## config.mk

```make
export PLATFORM = sky130hd
export DESIGN_NAME = break_distance_segment_filter_core
export DESIGN_NICKNAME = d
export VERILOG_FILES = /design/src/rtl/bdsf_pkg.sv /design/src/rtl/bdsf_ram.sv /design/src/rtl/break_distance_segment_filter_core.sv
export SDC_FILE = /design/constraint.sdc
export NUM_CORES = 2
export LEC_CHECK = 0
export ABC_CLOCK_PERIOD_IN_PS = 23700
export BUFFER_PORTS_ARGS = -buffer_cell sky130_fd_sc_hd__buf_2
export CORE_UTILIZATION = 40
export DETAILED_ROUTE_END_ITERATION = 12
export PLACE_DENSITY_LB_ADDON = 0.08
export RECOVER_POWER = 25
export SYNTH_ARGS = -nofsm -noshare
export SYNTH_HDL_FRONTEND = slang
export SYNTH_SLANG_ARGS = --single-unit
```

## constraint.sdc

```tcl
create_clock -name i_clk -period 23.7 [get_ports i_clk]
set_input_delay 2.37 -clock i_clk [delete_from_list [all_inputs] [get_ports i_clk]]
set_output_delay 2.37 -clock i_clk [all_outputs]
set_load 0.05 [all_outputs]
```

## src/rtl/bdsf_pkg.sv

```systemverilog
// ----------------------------------------------------------------------------
// bdsf_pkg
// Shared types and constants of the break-distance segment filter.
// ----------------------------------------------------------------------------
package bdsf_pkg;

    localparam int SEG_DEPTH  = 32;
    localparam int COORD_BITS = 16;

    localparam int IDX_W  = $clog2(SEG_DEPTH);
    localparam int CNT_W  = $clog2(SEG_DEPTH + 1);
    localparam int LEN_W  = 6;
    localparam int CMP_W  = 8;
    localparam int ID_W   = 32;
    localparam int THR_W  = 34;
    localparam int DIFF_W = COORD_BITS + 1;
    localparam int SQ_W   = 2 * COORD_BITS;
    localparam int SUM_W  = SQ_W + 2;
    localparam int DIST_W = (SUM_W > THR_W) ? SUM_W : THR_W;

    localparam int ADDR_W = 5;
    localparam int DATA_W = 64;

    localparam logic [1:0] REG_BREAK_DIST_SQ   = 2'd0;
    localparam logic [1:0] REG_MIN_SEGMENT_LEN = 2'd1;
    localparam logic [1:0] REG_RING_ENABLE     = 2'd2;

    typedef struct packed {
        logic signed [COORD_BITS-1:0] pos_x;
        logic signed [COORD_BITS-1:0] pos_y;
        logic signed [COORD_BITS-1:0] pos_z;
        logic [ID_W-1:0]              point_id;
        logic                         curve_last;
    } t_in_item;

    typedef struct packed {
        logic signed [COORD_BITS-1:0] out_x;
        logic signed [COORD_BITS-1:0] out_y;
        logic signed [COORD_BITS-1:0] out_z;
        logic [ID_W-1:0]              out_id;
        logic                         run_last;
        logic                         curve_end;
    } t_out_item;

    typedef struct packed {
        logic signed [COORD_BITS-1:0] pos_x;
        logic signed [COORD_BITS-1:0] pos_y;
        logic signed [COORD_BITS-1:0] pos_z;
        logic [ID_W-1:0]              point_id;
    } t_held_entry;

endpackage

```

## src/rtl/bdsf_ram.sv

```systemverilog
// ----------------------------------------------------------------------------
// bdsf_ram
// Generic single-write, single-read RAM with registered read data.
// ----------------------------------------------------------------------------
module bdsf_ram #(
    parameter int WIDTH = 8,
    parameter int DEPTH = 32
) (
    input  logic                     i_clk,
    input  logic                     i_we,
    input  logic [$clog2(DEPTH)-1:0] i_waddr,
    input  logic [WIDTH-1:0]         i_wdata,
    input  logic                     i_re,
    input  logic [$clog2(DEPTH)-1:0] i_raddr,
    output logic [WIDTH-1:0]         o_rdata
);

    logic [WIDTH-1:0] r_mem [DEPTH];
    logic [WIDTH-1:0] r_rdata;

    always_ff @(posedge i_clk) begin
        if (i_we) begin
            r_mem[i_waddr] <= i_wdata;
        end
        if (i_re) begin
            r_rdata <= r_mem[i_raddr];
        end
    end

    assign o_rdata = r_rdata;

endmodule

```

## src/rtl/break_distance_segment_filter_core.sv

```systemverilog
// ----------------------------------------------------------------------------
// break_distance_segment_filter_core
// Splits a lidar ring curve into segments at large neighbor gaps, drops short
// segments, except one that ends its curve, and passes the remaining points on in scan order.
// ----------------------------------------------------------------------------
// Flow: a point is taken only in S_IDLE. Its squared gap to the previous point
// is built axis by axis in S_MUL and compared in S_ACC (a point that opens a
// curve skips both); S_DECIDE then passes, holds or flushes it, and a flushed
// segment is read back through S_RD and S_EMIT, one result at a time. The input stalls until the point is finished.
// Reset: synchronous, active low; clears curve state and loads register
// defaults (threshold 0, minimum length 1, ring enabled). No clearing pass.
module break_distance_segment_filter_core (
    input  logic                                 i_clk,
    input  logic                                 i_rst_n,
    input  logic                                 i_in_valid,
    output logic                                 o_in_stall,
    input  bdsf_pkg::t_in_item                   i_in_item,
    output logic                                 o_out_valid,
    input  logic                                 i_out_stall,
    output bdsf_pkg::t_out_item                  o_out_item,
    input  logic                                 psel,
    input  logic                                 penable,
    input  logic                                 pwrite,
    input  logic [bdsf_pkg::ADDR_W-1:0]          paddr,
    input  logic [bdsf_pkg::DATA_W-1:0]          pwdata,
    output logic [bdsf_pkg::DATA_W-1:0]          prdata,
    output logic                                 pready
);

    typedef enum logic [2:0] {
        S_IDLE,
        S_MUL,
        S_ACC,
        S_DECIDE,
        S_RD,
        S_EMIT
    } t_state;

    t_state                          r_state;
    logic [bdsf_pkg::THR_W-1:0]      r_break_dist_sq;
    logic [bdsf_pkg::LEN_W-1:0]      r_min_segment_len;
    logic                            r_ring_enable;

    bdsf_pkg::t_in_item              r_cur;
    bdsf_pkg::t_held_entry           r_prev;
    logic                            r_have_prev;
    logic [bdsf_pkg::CNT_W-1:0]      r_cnt;
    logic                            r_pass;
    logic [1:0]                      r_axis;
    logic [bdsf_pkg::SQ_W-1:0]       r_sq;
    logic [bdsf_pkg::DIST_W-1:0]     r_acc;
    logic [bdsf_pkg::CNT_W-1:0]      r_flush_n;
    logic [bdsf_pkg::CNT_W-1:0]      r_rd_idx;
    logic                            r_out_valid;
    bdsf_pkg::t_out_item             r_out;

    logic                            w_cfg_wr;
    logic                            w_in_xfer;
    logic                            w_out_free;
    logic                            w_out_load;
    logic signed [bdsf_pkg::DIFF_W-1:0]   w_diff;
    logic signed [2*bdsf_pkg::DIFF_W-1:0] w_sq_full;
    logic [bdsf_pkg::DIST_W-1:0]     w_sum;
    logic [bdsf_pkg::DIST_W-1:0]     w_thr;
    logic [bdsf_pkg::CMP_W-1:0]      w_min_eff;
    logic [bdsf_pkg::CNT_W-1:0]      n_cnt;
    logic                            w_flush_now;
    logic                            w_rd_last;
    logic                            w_finish;
    logic                            w_ram_we;
    logic                            w_ram_re;
    bdsf_pkg::t_held_entry           w_wr_entry;
    bdsf_pkg::t_held_entry           w_rd_entry;
    logic signed [bdsf_pkg::COORD_BITS-1:0] w_cur_c;
    logic signed [bdsf_pkg::COORD_BITS-1:0] w_prev_c;

    assign w_cfg_wr   = psel && penable && pwrite && pready;
    assign pready     = 1'b1;
    assign w_in_xfer  = i_in_valid && !o_in_stall;
    assign w_out_free = !r_out_valid || !i_out_stall;
    assign o_in_stall = (r_state != S_IDLE);
    assign o_out_valid = r_out_valid;
    assign o_out_item  = r_out;

    always_comb begin
        prdata = '0;
        unique case (paddr[4:3])
            bdsf_pkg::REG_BREAK_DIST_SQ:   prdata = bdsf_pkg::DATA_W'(r_break_dist_sq);
            bdsf_pkg::REG_MIN_SEGMENT_LEN: prdata = bdsf_pkg::DATA_W'(r_min_segment_len);
            bdsf_pkg::REG_RING_ENABLE:     prdata = bdsf_pkg::DATA_W'(r_ring_enable);
            default:                       prdata = '0;
        endcase
    end

    // cur/prev coordinate of the axis in work
    always_comb begin
        case (r_axis)
            2'd0: begin
                w_cur_c  = r_cur.pos_x;
                w_prev_c = r_prev.pos_x;
            end
            2'd1: begin
                w_cur_c  = r_cur.pos_y;
                w_prev_c = r_prev.pos_y;
            end
            default: begin
                w_cur_c  = r_cur.pos_z;
                w_prev_c = r_prev.pos_z;
            end
        endcase
    end

    assign w_diff    = $signed({w_cur_c[bdsf_pkg::COORD_BITS-1], w_cur_c})
                     - $signed({w_prev_c[bdsf_pkg::COORD_BITS-1], w_prev_c});
    assign w_sq_full = w_diff * w_diff;
    assign w_sum     = r_acc + {{(bdsf_pkg::DIST_W-bdsf_pkg::SQ_W){1'b0}}, r_sq};
    assign w_thr     = bdsf_pkg::DIST_W'(r_break_dist_sq);

    always_comb begin
        if (r_min_segment_len == '0) begin
            w_min_eff = bdsf_pkg::CMP_W'(1);
        end else if (bdsf_pkg::CMP_W'(r_min_segment_len) > bdsf_pkg::CMP_W'(bdsf_pkg::SEG_DEPTH))
        begin
            w_min_eff = bdsf_pkg::CMP_W'(bdsf_pkg::SEG_DEPTH);
        end else begin
            w_min_eff = bdsf_pkg::CMP_W'(r_min_segment_len);
        end
    end

    assign n_cnt       = r_cnt + bdsf_pkg::CNT_W'(1);
    assign w_flush_now = (bdsf_pkg::CMP_W'(n_cnt) >= w_min_eff) || r_cur.curve_last;
    assign w_rd_last   = (r_rd_idx + bdsf_pkg::CNT_W'(1)) == r_flush_n;

    assign w_ram_we = (r_state == S_DECIDE) && !r_pass;
    assign w_ram_re = (r_state == S_RD);

    assign w_out_load = ((r_state == S_DECIDE) && r_pass && w_out_free)
                     || ((r_state == S_EMIT) && w_out_free);

    always_comb begin
        w_wr_entry.pos_x    = r_cur.pos_x;
        w_wr_entry.pos_y    = r_cur.pos_y;
        w_wr_entry.pos_z    = r_cur.pos_z;
        w_wr_entry.point_id = r_cur.point_id;
    end

    always_comb begin
        w_finish = 1'b0;
        unique case (r_state)
            S_DECIDE: w_finish = r_pass ? w_out_free : !w_flush_now;
            S_EMIT:   w_finish = w_out_free && w_rd_last;
            default:  w_finish = 1'b0;
        endcase
    end

    bdsf_ram #(
        .WIDTH ($bits(bdsf_pkg::t_held_entry)),
        .DEPTH (bdsf_pkg::SEG_DEPTH)
    ) u_held (
        .i_clk   (i_clk),
        .i_we    (w_ram_we),
        .i_waddr (r_cnt[bdsf_pkg::IDX_W-1:0]),
        .i_wdata (w_wr_entry),
        .i_re    (w_ram_re),
        .i_raddr (r_rd_idx[bdsf_pkg::IDX_W-1:0]),
        .o_rdata (w_rd_entry)
    );

    always_ff @(posedge i_clk) begin
        if (!i_rst_n) begin
            r_state           <= S_IDLE;
            r_break_dist_sq   <= '0;
            r_min_segment_len <= bdsf_pkg::LEN_W'(1);
            r_ring_enable     <= 1'b1;
            r_prev            <= '0;
            r_have_prev       <= 1'b0;
            r_cnt             <= '0;
            r_pass            <= 1'b0;
            r_axis            <= '0;
            r_rd_idx          <= '0;
            r_flush_n         <= '0;
            r_out_valid       <= 1'b0;
        end else begin
            if (w_cfg_wr) begin
                unique case (paddr[4:3])
                    bdsf_pkg::REG_BREAK_DIST_SQ:
                        r_break_dist_sq <= pwdata[bdsf_pkg::THR_W-1:0];
                    bdsf_pkg::REG_MIN_SEGMENT_LEN:
                        r_min_segment_len <= pwdata[bdsf_pkg::LEN_W-1:0];
                    bdsf_pkg::REG_RING_ENABLE:
                        r_ring_enable <= pwdata[0];
                    default: ;
                endcase
            end

            if (w_out_load) begin
                r_out_valid <= 1'b1;
            end else if (r_out_valid && !i_out_stall) begin
                r_out_valid <= 1'b0;
            end

            unique case (r_state)
                S_IDLE: begin
                    if (w_in_xfer) begin
                        r_cur  <= i_in_item;
                        r_axis <= '0;
                        if (!r_ring_enable) begin
                            r_prev      <= '0;
                            r_have_prev <= 1'b0;
                            r_cnt       <= '0;
                            r_pass      <= 1'b0;
                        end else if (r_have_prev) begin
                            r_state <= S_MUL;
                        end else begin
                            r_state <= S_DECIDE;
                        end
                    end
                end
                S_MUL: begin
                    r_sq <= w_sq_full[bdsf_pkg::SQ_W-1:0];
                    if (r_axis == 2'd0) begin
                        r_acc <= '0;
                    end else begin
                        r_acc <= w_sum;
                    end
                    if (r_axis == 2'd2) begin
                        r_state <= S_ACC;
                    end else begin
                        r_axis <= r_axis + 2'd1;
                    end
                end
                S_ACC: begin
                    if (w_sum > w_thr) begin
                        r_cnt  <= '0;
                        r_pass <= 1'b0;
                    end
                    r_state <= S_DECIDE;
                end
                S_DECIDE: begin
                    if (r_pass) begin
                        if (w_out_free) begin
                            r_out.out_x     <= r_cur.pos_x;
                            r_out.out_y     <= r_cur.pos_y;
                            r_out.out_z     <= r_cur.pos_z;
                            r_out.out_id    <= r_cur.point_id;
                            r_out.run_last  <= 1'b1;
                            r_out.curve_end <= r_cur.curve_last;
                            r_state         <= S_IDLE;
                        end
                    end else if (w_flush_now) begin
                        r_flush_n <= n_cnt;
                        r_rd_idx  <= '0;
                        r_cnt     <= '0;
                        r_pass    <= 1'b1;
                        r_state   <= S_RD;
                    end else begin
                        r_cnt   <= n_cnt;
                        r_state <= S_IDLE;
                    end
                end
                S_RD: begin
                    r_state <= S_EMIT;
                end
                S_EMIT: begin
                    if (w_out_free) begin
                        r_out.out_x     <= w_rd_entry.pos_x;
                        r_out.out_y     <= w_rd_entry.pos_y;
                        r_out.out_z     <= w_rd_entry.pos_z;
                        r_out.out_id    <= w_rd_entry.point_id;
                        r_out.run_last  <= w_rd_last;
                        r_out.curve_end <= w_rd_last && r_cur.curve_last;
                        if (w_rd_last) begin
                            r_state <= S_IDLE;
                        end else begin
                            r_rd_idx <= r_rd_idx + bdsf_pkg::CNT_W'(1);
                            r_state  <= S_RD;
                        end
                    end
                end
                default: begin
                    r_state <= S_IDLE;
                end
            endcase

            // retire the item: end of curve clears, else remember the point
            if (w_finish) begin
                if (r_cur.curve_last) begin
                    r_prev      <= '0;
                    r_have_prev <= 1'b0;
                    r_cnt       <= '0;
                    r_pass      <= 1'b0;
                end else begin
                    r_prev.pos_x    <= r_cur.pos_x;
                    r_prev.pos_y    <= r_cur.pos_y;
                    r_prev.pos_z    <= r_cur.pos_z;
                    r_prev.point_id <= r_cur.point_id;
                    r_have_prev     <= 1'b1;
                end
            end
        end
    end

endmodule

```

==> qor.yml <==
clock_tree:
  cts_tree: "done"
  cts_root_buf: "sky130_fd_sc_hd__clkbuf_16"
  numCtsBuffers: 330
  cts_hold_repair.buffers: 0
  path_clk_slew_ns: 0.05
  cts.htree.levels: 5
  worst_skew_pair.late_latency_ns: 0.92
  cts_resized: 0
  max-clock-path-buffers: 4
  cts_post_setup_buffers_inserted: 0
  cts_sinks: 2983
global_routing:
  grt_start_max_net_pins: 121
  global_route_wire_length_before_repair_um: 484300
  grtUsageTotal_pct: 21.58
  grt_pass1_vias: 65830
  grt_antenna_before_repair: 13
  globalRouteOverflowTotal: 0
synth:
  post_synth_fa_ha_maj_area_fraction_pct: 5.880
  async_flop_share_pct: 0
  synth.mux.area_fraction_pct: 15.29
  postSynthRegisterBits: 2983
  netlist-cell-type-count: 82
  synthFlopType: "sky130_fd_sc_hd__edfxtp_1"
  synth-edff-count: 2868
  synth-warning-count: 0
  main_combinational_cell_family_by_area_after_synthesis: "multiplexers"
  netlist_area_pre_place_um2: 125100
  synth_simple_gate_area_share_pct: 2.992
  post_synth_xor_area_fraction_pct: 0.6942
  post_synth_inst_count: 6379
  yosysSeqAreaShare_pct: 70.69
  synth_compound_gate_area_share_pct: 2.167
  syn-mean-instance-area_um2: 19.61
route:
  total_wirelength_um: 339000
  first_pass_iteration_count_of_the_detailed_router: 7
  dr_total_vias: 62110
  drt-vias-per-instance: 5.545
  drt-initial-drc-count: 5924
  routedWlPerCell_um: 30.26
  drt_drc_violations_left: 0
  antenna_violating_nets_post_route: 0
critical_path:
  worst-endpoint-required_ns: 24.34
  ff2ff_path_depth: 37
  r2r_end: "r_sq[27]$_DFFE_PP_"
  cpMostUsedCell: "sky130_fd_sc_hd__fa_1"
  category_of_cells_accounting_for_the_largest_share_of_critical_path_delay: "adder cells"
  worst_path_max_delay_cell: "sky130_fd_sc_hd__clkbuf_1"
  critical-path-max-stage-delay_ns: 1.30
  cp-start-kind: "flop"
  critical_path_data_arrival_time_ns: 11.69
  crit-reg2reg-launch: "r_cur[49]$_DFFE_PP_"
  critPathKind: "reg2reg"
  regToRegSetupSlack_ns: 12.65
  cp.buffers_inverters: 8
  worst-path-max-fanout: 36
  crit_path_end_kind: "flop"
die:
  fp.dieH_um: 561.2
  fp.dieW_um: 561.2
  design.die.area_um2: 314900
  num_rows: 204
  fp.coreArea_um2: 309900
  start_util_pct: 40.37
  num_io_pins: 306
sta:
  maxSlewViolCount: 1463
  layout_worst_path_cycle_share_pct: 46.61
  relSlewSlack_pct: -38.09
  max_slew.worst_pin.slew_ns: 2.071
  clock_skew_ns: 0.03766
  total_negative_slack_ns: 0
  hold_violations: 0
  max_clock_freq_ghz: 0.09052
  fin_ws_ns: 12.65
  finalWorstPathRequiredPeriod_ns: 11.05
  setup-violations-final: 0
  unrepaired_setup_endpoints_after_global_routing: "no"
finish:
  layout-drive-gt1-share_pct: 24.75
  fin_nets: 7414
  layout-area-overhead-vs-synth_pct: 13.61
hold_path:
  min_path_cells: 2
  hold_path_startpoint: "r_break_dist_sq[21]$_SDFFE_PN0P_"
  hold_path_endpoint: "r_break_dist_sq[21]$_SDFFE_PN0P_"
  hp-class: "reg2reg"
placement:
  dp_hpwl_um: 171000
  dp_worst_setup_slack_ns: 13.01
  routabilityCongestion: 0.7937
  port-buffer-count: 241
status:
  failing_checks: "capacitance limit, slew limit"
  run_status: "complete, but fails checks"
flow_run:
  maxCapViolations: 41
[cell type report]
type | instances | area (um2)
Inverter | 382 | 1434
Timing Repair Buffer | 406 | 2565
Fill cell | 26490 | 167800
Sequential cell | 2983 | 88440
Antenna cell | 2 | 5.005
Clock buffer | 434 | 8899
Tap cell | 4120 | 5155
Multi-Input combinational cell | 2721 | 34200
Clock inverter | 153 | 1398
[metrics by stage]
stage               cell area (um2)  hold slack (ns)  utilization (%)  cells
floorplan                    125200           0.4267                -   6408
global placement             132000           0.4335            42.59  10610
detailed placement           132000           0.4493            42.59  10610
CTS                          142300           0.4587            45.91  11200
global route                 142100           0.4791            45.86  11200
finish                       142100           0.4557            45.86  11200
[registers in the layout, summed over array words and instances, names as in the netlist, 31 cells and up]
| register | flops |
|---|---|
| r_sq | 31 |
| r_break_dist_sq | 34 |
| r_acc | 34 |
| r_cur | 81 |
| r_prev | 48 |
| u_held.o_rdata | 80 |
| u_held.r_mem | 2560 |
| o_out_item | 82 |
[how the worst max path moves through the flow]
stage	startpoint	depth (start not counted)	endpoint
after global placement	r_axis[0]$_SDFFE_PN0P_	39	r_sq[27]$_DFFE_PP_
after CTS	r_axis[0]$_SDFFE_PN0P_	39	r_sq[27]$_DFFE_PP_
final	r_cur[49]$_DFFE_PP_	37	r_sq[27]$_DFFE_PP_
after detailed placement	r_axis[0]$_SDFFE_PN0P_	39	r_sq[27]$_DFFE_PP_
after floorplan	i_rst_n	3	r_acc[0]$_SDFFCE_PN0P_
after global routing	r_cur[49]$_DFFE_PP_	37	r_sq[31]$_DFFE_PP_
[cells in the mapped netlist (55+ instances only)]
| master | n | area, um2 |
|---|---|---|
| sky130_fd_sc_hd__a21oi_1 | 116 | 580.6 |
| sky130_fd_sc_hd__clkbuf_1 | 214 | 803.3 |
| sky130_fd_sc_hd__mux2_2 | 81 | 912.1 |
| sky130_fd_sc_hd__mux4_2 | 800 | 18020 |
| sky130_fd_sc_hd__fa_1 | 258 | 5165 |
| sky130_fd_sc_hd__buf_2 | 55 | 275.3 |
| sky130_fd_sc_hd__ha_1 | 175 | 2190 |
| sky130_fd_sc_hd__nand2_1 | 470 | 1764 |
| sky130_fd_sc_hd__edfxtp_1 | 2868 | 86120 |
| sky130_fd_sc_hd__xnor2_1 | 71 | 621.9 |
| sky130_fd_sc_hd__dfxtp_1 | 115 | 2302 |
| sky130_fd_sc_hd__a22o_1 | 65 | 569.3 |
| sky130_fd_sc_hd__inv_1 | 379 | 1423 |
| sky130_fd_sc_hd__nor2_1 | 204 | 765.7 |
[layout by cell type, fill, tap and decap left out, drive strengths merged, types with 14 or more instances in the layout]
cell | synthesis | routed
mux2 | 82 | 82
o21ai | 35 | 35
edfxtp | 2868 | 2868
nor3 | 47 | 47
nand2 | 470 | 470
dfxtp | 115 | 115
clkinv | 1 | 115
mux2i | 18 | 18
clkbuf | 216 | 482
inv | 381 | 396
fa | 258 | 258
a21o | 43 | 43
xnor2 | 71 | 71
nand3 | 25 | 25
conb | 2 | 31
a31oi | 14 | 14
ha | 175 | 175
mux4 | 800 | 800
bufinv | 0 | 19
buf | 106 | 358
nor2b | 45 | 45
xor2 | 23 | 23
a22o | 65 | 65
a21oi | 118 | 118
a22oi | 17 | 17
nor2 | 204 | 204
[worst reg2reg max path: cells and delay by family (launching register included)]
| family | cells | cell delay [ns] |
|---|---|---|
| adders and majority gates | 9 | 4.24 |
| AOI/OAI and AO/OA | 16 | 3.20 |
| buffers and inverters | 8 | 2.28 |
| and+or+nand+nor | 3 | 0.61 |
| DFF | 1 | 0.35 |
| xor gates and xnor gates | 1 | 0.10 |
[logic make-up after synthesis]
family | Yosys count
DFF | 2983
muxes | 900
and+or+nand+nor | 875
buffers and inverters | 704
adders and majority gates | 433
AOI/OAI and AO/OA | 386
xor gates and xnor gates | 96
other | 2
[layer usage]
layer	GRT usage [%]	wire length (um)
met1	29.46	145700
met2	37.27	171400
met3	2.427	14930
met4	4.742	6998
met5	0	13
Power is left out: the tool's default activity adds up to more than one toggle a clock period on the data nets, which glitch-free logic cannot reach.
